`config.mk`:
```
export PLATFORM = sky130hd
export DESIGN_NAME = intensity_colormap
export DESIGN_NICKNAME = d
export VERILOG_FILES = /design/src/rtl/icmap_pkg.sv /design/src/rtl/icmap_regs.sv /design/src/rtl/icmap_ctrl.sv /design/src/rtl/icmap_dp.sv /design/src/rtl/intensity_colormap.sv
export SDC_FILE = /design/constraint.sdc
export NUM_CORES = 2
export LEC_CHECK = 0
export BUFFER_PORTS_ARGS = -buffer_cell sky130_fd_sc_hd__buf_2
export CORE_ASPECT_RATIO = 0.5
export CORE_UTILIZATION = 35
export DETAILED_ROUTE_END_ITERATION = 10
export MAX_ROUTING_LAYER = met4
export PLACE_DENSITY = 0.53
export SLEW_MARGIN = 20
export SYNTH_ARGS = -nofsm -noshare
export SYNTH_HDL_FRONTEND = slang
export SYNTH_SLANG_ARGS = --single-unit
```
`constraint.sdc`:
```
create_clock -name clk -period 10.3 [get_ports clk]
set_clock_uncertainty 0.1 [all_clocks]
set_input_delay 1.545 -clock clk [delete_from_list [all_inputs] [get_ports clk]]
set_output_delay 1.545 -clock clk [all_outputs]
set_load 0.05 [all_outputs]
```
`src/rtl/icmap_pkg.sv`:
```
package icmap_pkg;

  localparam int FRAC_BITS = 8;
  localparam int NORM_BITS = 16;

  localparam int INT_W   = 29;
  localparam int DIFF_W  = INT_W + 1;
  localparam int T_W     = NORM_BITS + 1;
  localparam int S_W     = NORM_BITS + 3;
  localparam int PROD_W  = T_W + 8;
  localparam int CNT_W   = $clog2(NORM_BITS);
  localparam int CH_W    = 8;
  localparam int COLOR_W = 3 * CH_W;
  localparam int LABEL_W = 16;
  localparam int MODE_W  = 4;
  localparam int DATA_W  = 32;
  localparam int ADDR_W  = 5;

  localparam int MODE_RAINBOW = 0;
  localparam int MODE_INVERT  = 1;
  localparam int MODE_AUTO    = 2;
  localparam int MODE_FILTER  = 3;

  localparam logic signed [INT_W-1:0] BOUND_LIM = INT_W'(longint'(999999) << FRAC_BITS);
  localparam logic signed [INT_W-1:0] NEG_LIM   = -BOUND_LIM;
  localparam logic signed [INT_W-1:0] DEF_HIGH  = INT_W'(longint'(4096) << FRAC_BITS);

  localparam logic [T_W-1:0]    Q_ONE  = {1'b1, {NORM_BITS{1'b0}}};
  localparam logic [PROD_W-1:0] Q_HALF = PROD_W'(1) << (NORM_BITS - 1);

  localparam logic [MODE_W-1:0]  MODE_RST     = 4'd5;
  localparam logic [COLOR_W-1:0] HI_COLOR_RST = {COLOR_W{1'b1}};

  typedef enum logic [2:0] {
    REG_MODE,
    REG_MIN_BOUND,
    REG_MAX_BOUND,
    REG_LO_COLOR,
    REG_HI_COLOR,
    REG_FILTER
  } reg_idx_t;

  typedef enum logic [1:0] {
    ST_IDLE,
    ST_SETUP,
    ST_DIV,
    ST_COLOR
  } state_t;

  typedef struct packed {
    logic [MODE_W-1:0]        mode;
    logic signed [INT_W-1:0]  min_bound;
    logic signed [INT_W-1:0]  max_bound;
    logic [COLOR_W-1:0]       lo_color;
    logic [COLOR_W-1:0]       hi_color;
    logic [LABEL_W-1:0]       filter_label;
  } cfg_t;

  typedef struct packed {
    logic capture;
    logic gather;
    logic setup;
    logic div_step;
    logic color;
  } cmd_t;

endpackage

```
`src/rtl/icmap_regs.sv`:
```
module icmap_regs (
  input  logic                          clk,
  input  logic                          rst,
  input  logic                          psel,
  input  logic                          penable,
  input  logic                          pwrite,
  input  logic [icmap_pkg::ADDR_W-1:0]  paddr,
  input  logic [icmap_pkg::DATA_W-1:0]  pwdata,
  output logic [icmap_pkg::DATA_W-1:0]  prdata,
  output logic                          pready,
  output icmap_pkg::cfg_t               cfg
);
  import icmap_pkg::*;

  reg_idx_t idx;
  logic     wr;

  assign idx    = reg_idx_t'(paddr[ADDR_W-1:2]);
  assign wr     = psel && penable && pwrite;
  assign pready = 1'b1;

  always_ff @(posedge clk) begin
    if (rst) begin
      cfg.mode         <= MODE_RST;
      cfg.min_bound    <= '0;
      cfg.max_bound    <= DEF_HIGH;
      cfg.lo_color     <= '0;
      cfg.hi_color     <= HI_COLOR_RST;
      cfg.filter_label <= '0;
    end else if (wr) begin
      case (idx)
        REG_MODE:      cfg.mode         <= pwdata[MODE_W-1:0];
        REG_MIN_BOUND: cfg.min_bound    <= pwdata[INT_W-1:0];
        REG_MAX_BOUND: cfg.max_bound    <= pwdata[INT_W-1:0];
        REG_LO_COLOR:  cfg.lo_color     <= pwdata[COLOR_W-1:0];
        REG_HI_COLOR:  cfg.hi_color     <= pwdata[COLOR_W-1:0];
        REG_FILTER:    cfg.filter_label <= pwdata[LABEL_W-1:0];
        default: ;
      endcase
    end
  end

  always_comb begin
    case (idx)
      REG_MODE:      prdata = DATA_W'(cfg.mode);
      REG_MIN_BOUND: prdata = DATA_W'(cfg.min_bound);
      REG_MAX_BOUND: prdata = DATA_W'(cfg.max_bound);
      REG_LO_COLOR:  prdata = DATA_W'(cfg.lo_color);
      REG_HI_COLOR:  prdata = DATA_W'(cfg.hi_color);
      REG_FILTER:    prdata = DATA_W'(cfg.filter_label);
      default:       prdata = '0;
    endcase
  end

endmodule

```
`src/rtl/icmap_ctrl.sv`:
```
module icmap_ctrl (
  input  logic            clk,
  input  logic            rst,
  input  logic            in_valid,
  input  logic            operation,
  input  logic            out_stall,
  output logic            in_stall,
  output logic            out_valid,
  output icmap_pkg::cmd_t cmd
);
  import icmap_pkg::*;

  state_t           state;
  state_t           state_next;
  logic [CNT_W-1:0] cnt;
  logic [CNT_W-1:0] cnt_next;
  logic             out_valid_next;

  always_ff @(posedge clk) begin
    if (rst) begin
      state     <= ST_IDLE;
      cnt       <= '0;
      out_valid <= 1'b0;
    end else begin
      state     <= state_next;
      cnt       <= cnt_next;
      out_valid <= out_valid_next;
    end
  end

  assign in_stall = (state != ST_IDLE);

  always_comb begin
    state_next     = state;
    cnt_next       = cnt;
    cmd            = '0;
    out_valid_next = out_valid && out_stall;
    case (state)
      ST_IDLE: begin
        if (in_valid) begin
          if (operation) begin
            cmd.capture = 1'b1;
            state_next  = ST_SETUP;
          end else begin
            cmd.gather = 1'b1;
          end
        end
      end
      ST_SETUP: begin
        cmd.setup  = 1'b1;
        cnt_next   = '0;
        state_next = ST_DIV;
      end
      ST_DIV: begin
        cmd.div_step = 1'b1;
        cnt_next     = cnt + 1'b1;
        if (cnt == CNT_W'(NORM_BITS - 1)) begin
          state_next = ST_COLOR;
        end
      end
      ST_COLOR: begin
        if (!out_valid || !out_stall) begin
          cmd.color      = 1'b1;
          out_valid_next = 1'b1;
          state_next     = ST_IDLE;
        end
      end
      default: state_next = ST_IDLE;
    endcase
  end

endmodule

```
`src/rtl/icmap_dp.sv`:
```
module icmap_dp (
  input  logic                                  clk,
  input  logic                                  rst,
  input  icmap_pkg::cmd_t                       cmd,
  input  icmap_pkg::cfg_t                       cfg,
  input  logic signed [icmap_pkg::INT_W-1:0]    intensity,
  input  logic [icmap_pkg::LABEL_W-1:0]         label,
  input  logic                                  last_point,
  output logic [icmap_pkg::CH_W-1:0]            red,
  output logic [icmap_pkg::CH_W-1:0]            green,
  output logic [icmap_pkg::CH_W-1:0]            blue,
  output logic                                  visible,
  output logic                                  end_of_cloud
);
  import icmap_pkg::*;

  function automatic logic [CH_W-1:0] to_chan(input logic [T_W-1:0] x);
    logic [PROD_W-1:0] p;
    p = PROD_W'(x) * PROD_W'(255) + Q_HALF;
    return p[NORM_BITS+CH_W-1:NORM_BITS];
  endfunction

  function automatic logic [CH_W-1:0] blend(input logic [CH_W-1:0] mc,
                                            input logic [CH_W-1:0] nc,
                                            input logic [T_W-1:0]  tt,
                                            input logic [T_W-1:0]  uu);
    logic [PROD_W-1:0] p;
    p = PROD_W'(mc) * PROD_W'(tt) + PROD_W'(nc) * PROD_W'(uu) + Q_HALF;
    return p[NORM_BITS+CH_W-1:NORM_BITS];
  endfunction

  // bounds trackers
  logic signed [INT_W-1:0] running_low;
  logic signed [INT_W-1:0] running_high;
  logic signed [INT_W-1:0] latched_low;
  logic signed [INT_W-1:0] latched_high;
  logic signed [INT_W-1:0] low_upd;
  logic signed [INT_W-1:0] high_upd;
  logic                    match_in;

  // captured item and divider
  logic signed [INT_W-1:0] val_q;
  logic                    match_q;
  logic                    last_q;
  logic [INT_W-1:0]        rem;
  logic [INT_W-1:0]        dvs;
  logic [NORM_BITS-1:0]    quo;
  logic                    sp_zero;
  logic                    sp_one;

  logic signed [INT_W-1:0]  low_sel;
  logic signed [INT_W-1:0]  high_sel;
  logic signed [DIFF_W-1:0] num;
  logic signed [DIFF_W-1:0] span;
  logic signed [DIFF_W-1:0] num_abs;
  logic signed [DIFF_W-1:0] span_abs;
  logic [DIFF_W-1:0]        trial;
  logic [DIFF_W-1:0]        diff;
  logic                     ge;

  // color
  logic [T_W-1:0]       t;
  logic [T_W-1:0]       u;
  logic [T_W-1:0]       v;
  logic [S_W-1:0]       s;
  logic [2:0]           seg;
  logic [T_W-1:0]       n;
  logic [CH_W-1:0]      nch;
  logic [CH_W-1:0]      red_next;
  logic [CH_W-1:0]      green_next;
  logic [CH_W-1:0]      blue_next;

  assign match_in = !cfg.mode[MODE_FILTER] || (label == cfg.filter_label);
  assign low_upd  = (match_in && (intensity < running_low))  ? intensity : running_low;
  assign high_upd = (match_in && (intensity > running_high)) ? intensity : running_high;

  always_ff @(posedge clk) begin
    if (rst) begin
      running_low  <= BOUND_LIM;
      running_high <= NEG_LIM;
      latched_low  <= '0;
      latched_high <= DEF_HIGH;
    end else if (cmd.gather) begin
      if (last_point) begin
        latched_low  <= (low_upd < NEG_LIM) ? NEG_LIM : low_upd;
        latched_high <= (high_upd > BOUND_LIM) ? BOUND_LIM : high_upd;
        running_low  <= BOUND_LIM;
        running_high <= NEG_LIM;
      end else begin
        running_low  <= low_upd;
        running_high <= high_upd;
      end
    end
  end

  always_comb begin
    low_sel  = cfg.mode[MODE_AUTO] ? latched_low  : cfg.min_bound;
    high_sel = cfg.mode[MODE_AUTO] ? latched_high : cfg.max_bound;
    num      = DIFF_W'(val_q) - DIFF_W'(low_sel);
    span     = DIFF_W'(high_sel) - DIFF_W'(low_sel);
    num_abs  = num[DIFF_W-1]  ? -num  : num;
    span_abs = span[DIFF_W-1] ? -span : span;
    trial    = {rem, 1'b0};
    ge       = trial >= {1'b0, dvs};
    diff     = trial - {1'b0, dvs};
  end

  always_ff @(posedge clk) begin
    if (cmd.capture) begin
      val_q   <= intensity;
      match_q <= match_in;
      last_q  <= last_point;
    end
    if (cmd.setup) begin
      rem     <= num_abs[INT_W-1:0];
      dvs     <= span_abs[INT_W-1:0];
      quo     <= '0;
      sp_zero <= (span == '0) || (num == '0) || (num[DIFF_W-1] != span[DIFF_W-1]);
      sp_one  <= num_abs[INT_W-1:0] >= span_abs[INT_W-1:0];
    end
    if (cmd.div_step) begin
      rem <= ge ? diff[INT_W-1:0] : trial[INT_W-1:0];
      quo <= {quo[NORM_BITS-2:0], ge};
    end
  end

  always_comb begin
    t   = sp_zero ? '0 : (sp_one ? Q_ONE : {1'b0, quo});
    u   = Q_ONE - t;
    v   = cfg.mode[MODE_INVERT] ? t : u;
    s   = (S_W'(v) << 2) + S_W'(v);
    seg = s[S_W-1:NORM_BITS];
    n   = seg[0] ? {1'b0, s[NORM_BITS-1:0]} : (Q_ONE - {1'b0, s[NORM_BITS-1:0]});
    nch = to_chan(n);
    if (cfg.mode[MODE_RAINBOW]) begin
      case (seg)
        3'd0: begin
          red_next = nch;  green_next = '0;   blue_next = '1;
        end
        3'd1: begin
          red_next = '0;   green_next = nch;  blue_next = '1;
        end
        3'd2: begin
          red_next = '0;   green_next = '1;   blue_next = nch;
        end
        3'd3: begin
          red_next = nch;  green_next = '1;   blue_next = '0;
        end
        default: begin
          red_next = '1;   green_next = nch;  blue_next = '0;
        end
      endcase
    end else begin
      red_next   = blend(cfg.hi_color[3*CH_W-1:2*CH_W], cfg.lo_color[3*CH_W-1:2*CH_W], t, u);
      green_next = blend(cfg.hi_color[2*CH_W-1:CH_W], cfg.lo_color[2*CH_W-1:CH_W], t, u);
      blue_next  = blend(cfg.hi_color[CH_W-1:0], cfg.lo_color[CH_W-1:0], t, u);
    end
  end

  always_ff @(posedge clk) begin
    if (cmd.color) begin
      red          <= red_next;
      green        <= green_next;
      blue         <= blue_next;
      visible      <= match_q;
      end_of_cloud <= last_q;
    end
  end

endmodule

```
`src/rtl/intensity_colormap.sv`:
```
// intensity colormap: colors point intensities as a rainbow or a two-color blend
//
// input channel (in_valid / in_stall): operation, intensity, label, last_point.
// an item is taken at a clock edge with in_valid high and in_stall low.
// a gather item (operation 0) leaves in_stall low and gives no result; it
// updates the running min and max, and on last_point latches them and restarts.
// a colorize item (operation 1) gives one result on the output channel
// (out_valid / out_stall) through a setup step, the radix-2 span divider steps
// (one quotient bit a cycle) and a color step. in_stall stays high meanwhile and
// the next item is taken in the cycle after the color step, so no colorize item
// is taken before the previous one has reached its color step.
// the result sits in an output register; while out_stall holds it, the next
// item is still taken and worked on, and only its color step waits.
// configuration goes through the apb port, register i at byte address 4*i. The
// user must write it only while the block is idle; it is not enforced here.
// rst (synchronous) restores register defaults, clears the trackers and
// empties the output register.
module intensity_colormap (
  input  logic                                 clk,
  input  logic                                 rst,
  input  logic                                 psel,
  input  logic                                 penable,
  input  logic                                 pwrite,
  input  logic [icmap_pkg::ADDR_W-1:0]         paddr,
  input  logic [icmap_pkg::DATA_W-1:0]         pwdata,
  output logic [icmap_pkg::DATA_W-1:0]         prdata,
  output logic                                 pready,
  input  logic                                 in_valid,
  output logic                                 in_stall,
  input  logic                                 operation,
  input  logic signed [icmap_pkg::INT_W-1:0]   intensity,
  input  logic [icmap_pkg::LABEL_W-1:0]        label,
  input  logic                                 last_point,
  output logic                                 out_valid,
  input  logic                                 out_stall,
  output logic [icmap_pkg::CH_W-1:0]           red,
  output logic [icmap_pkg::CH_W-1:0]           green,
  output logic [icmap_pkg::CH_W-1:0]           blue,
  output logic                                 visible,
  output logic                                 end_of_cloud
);
  import icmap_pkg::*;

  cfg_t cfg;
  cmd_t cmd;

  icmap_regs u_regs (
    .clk     (clk),
    .rst     (rst),
    .psel    (psel),
    .penable (penable),
    .pwrite  (pwrite),
    .paddr   (paddr),
    .pwdata  (pwdata),
    .prdata  (prdata),
    .pready  (pready),
    .cfg     (cfg)
  );

  icmap_ctrl u_ctrl (
    .clk       (clk),
    .rst       (rst),
    .in_valid  (in_valid),
    .operation (operation),
    .out_stall (out_stall),
    .in_stall  (in_stall),
    .out_valid (out_valid),
    .cmd       (cmd)
  );

  icmap_dp u_dp (
    .clk          (clk),
    .rst          (rst),
    .cmd          (cmd),
    .cfg          (cfg),
    .intensity    (intensity),
    .label        (label),
    .last_point   (last_point),
    .red          (red),
    .green        (green),
    .blue         (blue),
    .visible      (visible),
    .end_of_cloud (end_of_cloud)
  );

  a_colorize_busy: assert property (@(posedge clk) disable iff (rst)
    in_valid && !in_stall && operation |=> in_stall)
    else $error("colorize item did not make the block busy");

  a_gather_single: assert property (@(posedge clk) disable iff (rst)
    in_valid && !in_stall && !operation |=> !in_stall)
    else $error("gather item held the input channel");

  a_result_source: assert property (@(posedge clk) disable iff (rst)
    $rose(out_valid) |-> $past(cmd.color))
    else $error("result appeared without a color step");

  a_no_overwrite: assert property (@(posedge clk) disable iff (rst)
    cmd.color |-> !(out_valid && out_stall))
    else $error("color step overwrote a held result");

endmodule
```
# Word-level counts from Yosys, hierarchy flattened
# Index checks and enable logic that the tools add are counted.
[classes] addsub=16 mul=7 n_lt_le_gt_ge=6 eq_ne=18 mux=42 reduce_logical=32
[ops] op="$mux 29" count=13
[ops] op="$pmux 32 s6" count=1
[ops] op="$mul 8x17->24" count=6
[ops] op="$add 24x16->24 const B" count=4
[ops] op="$add 24x24->24" count=3
[ops] op="$mux 17" count=4
[ops] op="$logic_not 30->1" count=2
[ops] op="$sub 29x29->30" count=2
[ops] op="$neg 29->29" count=2
[ops] op="$pmux 8 s2" count=3
[ops] op="$mux 16" count=2
[ops] op="$ge 30x29->1" count=1
[ops] op="$ge 29x29->1" count=1
[ops] op="$gt 29x29->1" count=1
[ops] op="$gt 29x29->1 const B" count=1
[ops] op="$lt 29x29->1" count=1
[ops] op="$lt 29x29->1 const B" count=1
[ops] op="$sub 29x29->29" count=1
[ops] op="$mul 17x8->24 const B" count=1
[ops] op="$mux 8" count=3
[ops] op="$add 19x17->19" count=1
[ops] op="$sub 17x16->17 const A" count=1
[ops] op="$sub 17x17->17 const A" count=1
[ops] op="$eq 16x16->1" count=1
[ops] op="other kinds (23)" count=64
[totals] regBits=382 input_bits=91 output_inout_bits=61 word_cells=147

# Logic depth before layout (Yosys ltp)
[logic_depth] ltp_word=11 ltp_mapped=44 depth_no_buf=41

# Cells and area by module
# From an unflattened synthesis, not the netlist that was laid out.
[unflattened] hier_cells=6199 hier_area_um2=54767.5
[by_module_without_submodules] module="icmap_dp" n_inst=1 cells_per_inst=5450 area_each_um2=48217.5
[by_module_without_submodules] module="icmap_regs" n_inst=1 cells_per_inst=699 area_each_um2=6119.6
[by_module_without_submodules] module="icmap_ctrl" n_inst=1 cells_per_inst=50 area_each_um2=430.4

# Least setup slack after synthesis
# OpenSTA, ideal clock, no wires.
[synth_path] path_kind="register to register" from="reg u_dp.sp_one" to="reg u_dp.red[7] (netlist bit) (data pin)" setup_time_ps=258 arrival_time_ps=9001 required_time_ps=9942 path_slack_ps=941 path_stages_with_launch=37 path_buffers=3 synth_period_minus_slack_ps=9359 path_cell_list="edfxtp_1 -> buf_4 -> nor3b_1 -> clkbuf_1 -> inv_1 -> ha_1 -> nor2_1 -> xor2_1 -> ha_1 -> fa_1 -> a211oi_1 -> o21ai_0 -> a41o_1 -> o21ai_0 -> o21ai_0 -> nand2_1 -> clkbuf_1 -> o31a_1 -> xor2_1 -> inv_1 -> fa_1 -> fa_1 -> inv_1 -> fa_1 -> inv_1 -> fa_1 -> inv_1 -> ha_1 -> and4_1 -> and3_1 -> a221o_1 -> o41ai_1 -> o21ai_0 -> o22ai_1 -> xnor2_1 -> o21ai_0 -> a21boi_1"
[synth_via] elab_chain_len=11
[synth_rtl] element="start, declared" line_no="icmap_dp.sv:49" text="logic sp_one;"
[synth_rtl] element="start signal, assigned" line_no="icmap_dp.sv:119" text="sp_one <= num_abs[INT_W-1:0] >= span_abs[INT_W-1:0];"
[synth_rtl] element="$mux 17 * (2 in series)" line_no="icmap_dp.sv:128" text="t = sp_zero ? '0 : (sp_one ? Q_ONE : {1'b0, quo});"
[synth_rtl] element="$sub 17x17->17" line_no="icmap_dp.sv:129" text="u = Q_ONE - t;"
[synth_rtl] element="$mux 17" line_no="icmap_dp.sv:130" text="v = cfg.mode[MODE_INVERT] ? t : u;"
[synth_rtl] element="$add 19x17->19" line_no="icmap_dp.sv:131" text="s = (S_W'(v) << 2) + S_W'(v);"
[synth_rtl] element="$sub 17x16->17" line_no="icmap_dp.sv:133" text="n = seg[0] ? {1'b0, s[NORM_BITS-1:0]} : (Q_ONE - {1'b0, s[NORM_BITS-1:0]});"
[synth_rtl] element="$mux 17" line_no="icmap_dp.sv:133"
[synth_rtl] element="$mul 17x8->24" line_no="icmap_dp.sv:19" text="p = PROD_W'(x) * PROD_W'(255) + Q_HALF;"
[synth_rtl] element="$add 24x16->24" line_no="icmap_dp.sv:19"
[synth_rtl] element="$pmux 8 s2" line_no="icmap_dp.sv:136" text="case (seg)"
[synth_rtl] element="$mux 8 *" line_no="icmap_dp.sv:135" text="if (cfg.mode[MODE_RAINBOW]) begin"
[synth_rtl] element="net u_dp.red_next[7]" line_no="icmap_dp.sv:69" text="logic [CH_W-1:0] red_next;"
[synth_rtl] element="end signal, assigned" line_no="icmap_dp.sv:162" text="red <= red_next;"
[synth_rtl] element="end, declared" line_no="icmap_dp.sv:9" text="output logic [icmap_pkg::CH_W-1:0] red,"
# Mark *: on every way through the listed nets, which the timed path passes. The rest lies on a longest branch.
# A chain may end at the register's enable or synchronous reset.

# Worst setup path after layout
# Ends and elaborated chain as after synthesis.

==> results.ini <==
[yosys]
async_flop_share = 0
ys_warn_count = 0
netlist_instances = 6159
syn_area_um2 = 53700
avgSynthCellArea_um2 = 8.71
yosysSeqAreaShare = 0.167
synth.distinct_cells = 98
syn-num-nets = 7460
synth_ff_type = dfxtp_1
synth-seq-cells = 382
synth_edf_count = 133

[global_route]
grt_pass1_vias = 42200
grt_overflow = 0
antenna_found_initial = 4
grt.total_usage = 0.218
grt_pass1_wl_mm = 254
grt_max_degree = 73

[sta]
finalMaxSlewViolations = 0
setup-tns-final_ns = 0
hold_viol = 0
post-route-min-period_ns = 9.58
worst_pin_slew_ns = 1.12
clock.fmax_mhz = 104
rsz0062_at_grt = no
slew_headroom = 0.249
final-setup-viol-count = 0
timing.final.crit_share = 0.930

[cells_and_area]
final_net_count = 7445
multi_input_area_um2 = 40100
drive_gt1_frac = 0.0723
area_growth_pct = 8.82
register_area_um2 = 8980
mostFrequentLayoutCells = 997 x inv_1, 905 x nand2_1, 720 x fa_1, 488 x ha_1, 326 x a21oi_1
final_common_cell = inv_1
fillers = 15700

[route]
viasPerCell = 5.09
drc = 0
drtIter0Drc = 2788
vias = 42000
wire_per_inst_um = 19.8
antenna_left = 0
firstDrtPassIters = 6
wl_mm = 163

[setup_path]
rr_endpoint = u_dp.red[7]$_DFFE_PP_
crit_slowest_cell = fa_1
arrival_ns = 9.82
worstPathRequired_ns = 10.54
ff2ff_setup_slack_ns = 0.72
max_stage_delay_ns = 0.57
r2r_cells = 35
end_kind = flip-flop
cp-start-kind = flip-flop
r2r-start = u_dp.sp_one$_DFFE_PN_
cp_max_fo = 8
critPathKind = reg2reg

[run_status]
status = finished clean

[clock_tree]
root_buffer = clkbuf_16
numCtsBuffers = 45
clock_latency_ns = 0.65
clk_pin_slew_ns = 0.06
cts_buffer_depth = 3
clock-sinks = 382
tritoncts = yes
cts_hold_buffers = 0
htree_levels = 2

[placed_design]
io_buffer_count = 145
globalplace.congestion = 0.874
dpl.hpwl_mm = 128

[min_path]
worstHoldPathType = reg2reg
holdPathEnd = u_dp.visible$_DFFE_PP_
holdPathStages = 0
hold_path.startpoint = u_dp.match_q$_DFFE_PP_

[die]
initial_core_util = 0.353
rows = 101
fp.dieH_um = 279
io_pins = 152
die_area_um2 = 155000
die_w_um = 556
core_um2 = 152000

[flow_run]
drv_cap = 0

==> cells by family after synthesis <==
logic type | share of synthesized area
AO/OA/AOI/OAI | 0.117
XOR/XNOR | 0.0425
adder cells (fa/ha/maj) | 0.383
buffers and inverters | 0.0921
flip-flops | 0.167
multiplexers | 0.0321
other | 0.0000699
AND/OR/NAND/NOR | 0.166
==> worst max-delay path, delay by kind of cell, from the launching register on <==
family | cells | cell delay, ns
AO/OA/AOI/OAI | 14 | 2.92
adder cells (fa/ha/maj) | 8 | 3.45
XOR/XNOR | 3 | 0.85
flip-flops | 1 | 0.45
AND/OR/NAND/NOR | 4 | 0.94
buffers and inverters | 6 | 0.58
==> worst max-delay path by stage <==
stage                           startpoint  depth (start not counted)  slack (ns)                     to
finish               u_dp.sp_one$_DFFE_PN_                         35        0.72  u_dp.red[7]$_DFFE_PP_
global route         u_dp.sp_one$_DFFE_PN_                         40       0.003  u_dp.red[7]$_DFFE_PP_
CTS                 u_dp.sp_zero$_DFFE_PN_                         37        0.26  u_dp.red[7]$_DFFE_PP_
detailed placement  u_dp.sp_zero$_DFFE_PN_                         37        0.31  u_dp.red[7]$_DFFE_PP_
global placement    u_dp.sp_zero$_DFFE_PN_                         37        0.30  u_dp.red[7]$_DFFE_PP_
floorplan            u_dp.sp_one$_DFFE_PN_                         36        0.94  u_dp.red[7]$_DFFE_PP_
==> what timing repair did <==
action	4_1_cts	5_1_grt
resized for setup	0	12
endpoints found under the setup margin	0	20
setup buffers	0	3
==> registers in the layout, summed over array words and instances (netlist names), 16 cells and up <==
register and flops:
u_dp.quo 16, u_dp.rem 29, u_dp.dvs 29, u_dp.running_low 29
u_dp.latched_high 29, u_dp.running_high 29, u_dp.latched_low 29, u_dp.val_q 29
u_regs.cfg 126
==> cell usage after synthesis (all sizes together), types with 11 or more instances <==
master | count | share of area
fa | 720 | 0.27
nor2b | 63 | 0.0073
nand2b | 32 | 0.0037
a211oi | 38 | 0.0054
xor2 | 85 | 0.014
nand2 | 906 | 0.063
nor3b | 15 | 0.0024
o21bai | 14 | 0.0020
o211ai | 34 | 0.0048
inv | 997 | 0.070
a31oi | 20 | 0.0023
edfxtp | 133 | 0.074
a21o | 77 | 0.011
and2 | 324 | 0.038
ha | 490 | 0.11
nand3 | 53 | 0.0050
a221oi | 14 | 0.0024
o21ai | 163 | 0.015
and3 | 58 | 0.0068
a21oi | 328 | 0.031
or3 | 15 | 0.0017
nor4 | 17 | 0.0021
buf | 50 | 0.0041
mux2i | 131 | 0.025
mux2 | 35 | 0.0074
a211o | 33 | 0.0054
o21a | 33 | 0.0046
o31a | 11 | 0.0018
o31ai | 32 | 0.0048
a22o | 12 | 0.0020
xnor2 | 173 | 0.029
nor3 | 57 | 0.0055
dfxtp | 249 | 0.093
a22oi | 33 | 0.0046
or2 | 13 | 0.0015
nand4 | 37 | 0.0043
o22ai | 17 | 0.0020
nor2 | 247 | 0.017
clkbuf | 260 | 0.018
==> cell type report <==
cell class                 count  share of cell area
antenna                        4            0.000171
clock buffer                  58              0.0210
clock inverter                26             0.00461
inverter                     997              0.0641
multi-input combinational   4470               0.686
sequential                   382               0.154
tap                         2060              0.0441
timing repair buffer         248              0.0258
==> metal layers <==
layer,global-route usage,vias to the layer above,share of wire
met4,0.0542,0,0.026
li1,-,19900,-
met5,-,-,0
met2,0.357,923,0.47
met1,0.290,21000,0.46
met3,0.0193,183,0.041
==> stage by stage <==
step | hold WS [ns] | std cells | utilization | cell area [um2] | worst slack [ns]
after floorplan | 0.300 | 6159 | - | 53700 | 0.941
after global placement | 0.308 | 8154 | 0.374 | 56800 | 0.304
after detailed placement | 0.312 | 8154 | 0.374 | 56800 | 0.311
after CTS | 0.328 | 8238 | 0.384 | 58300 | 0.259
after global routing | 0.338 | 8241 | 0.384 | 58400 | 0.00258
final | 0.329 | 8245 | 0.384 | 58400 | 0.717
Power is not shown: default switching activity piles up to over one toggle a cycle in this logic, so the estimate is an artifact.
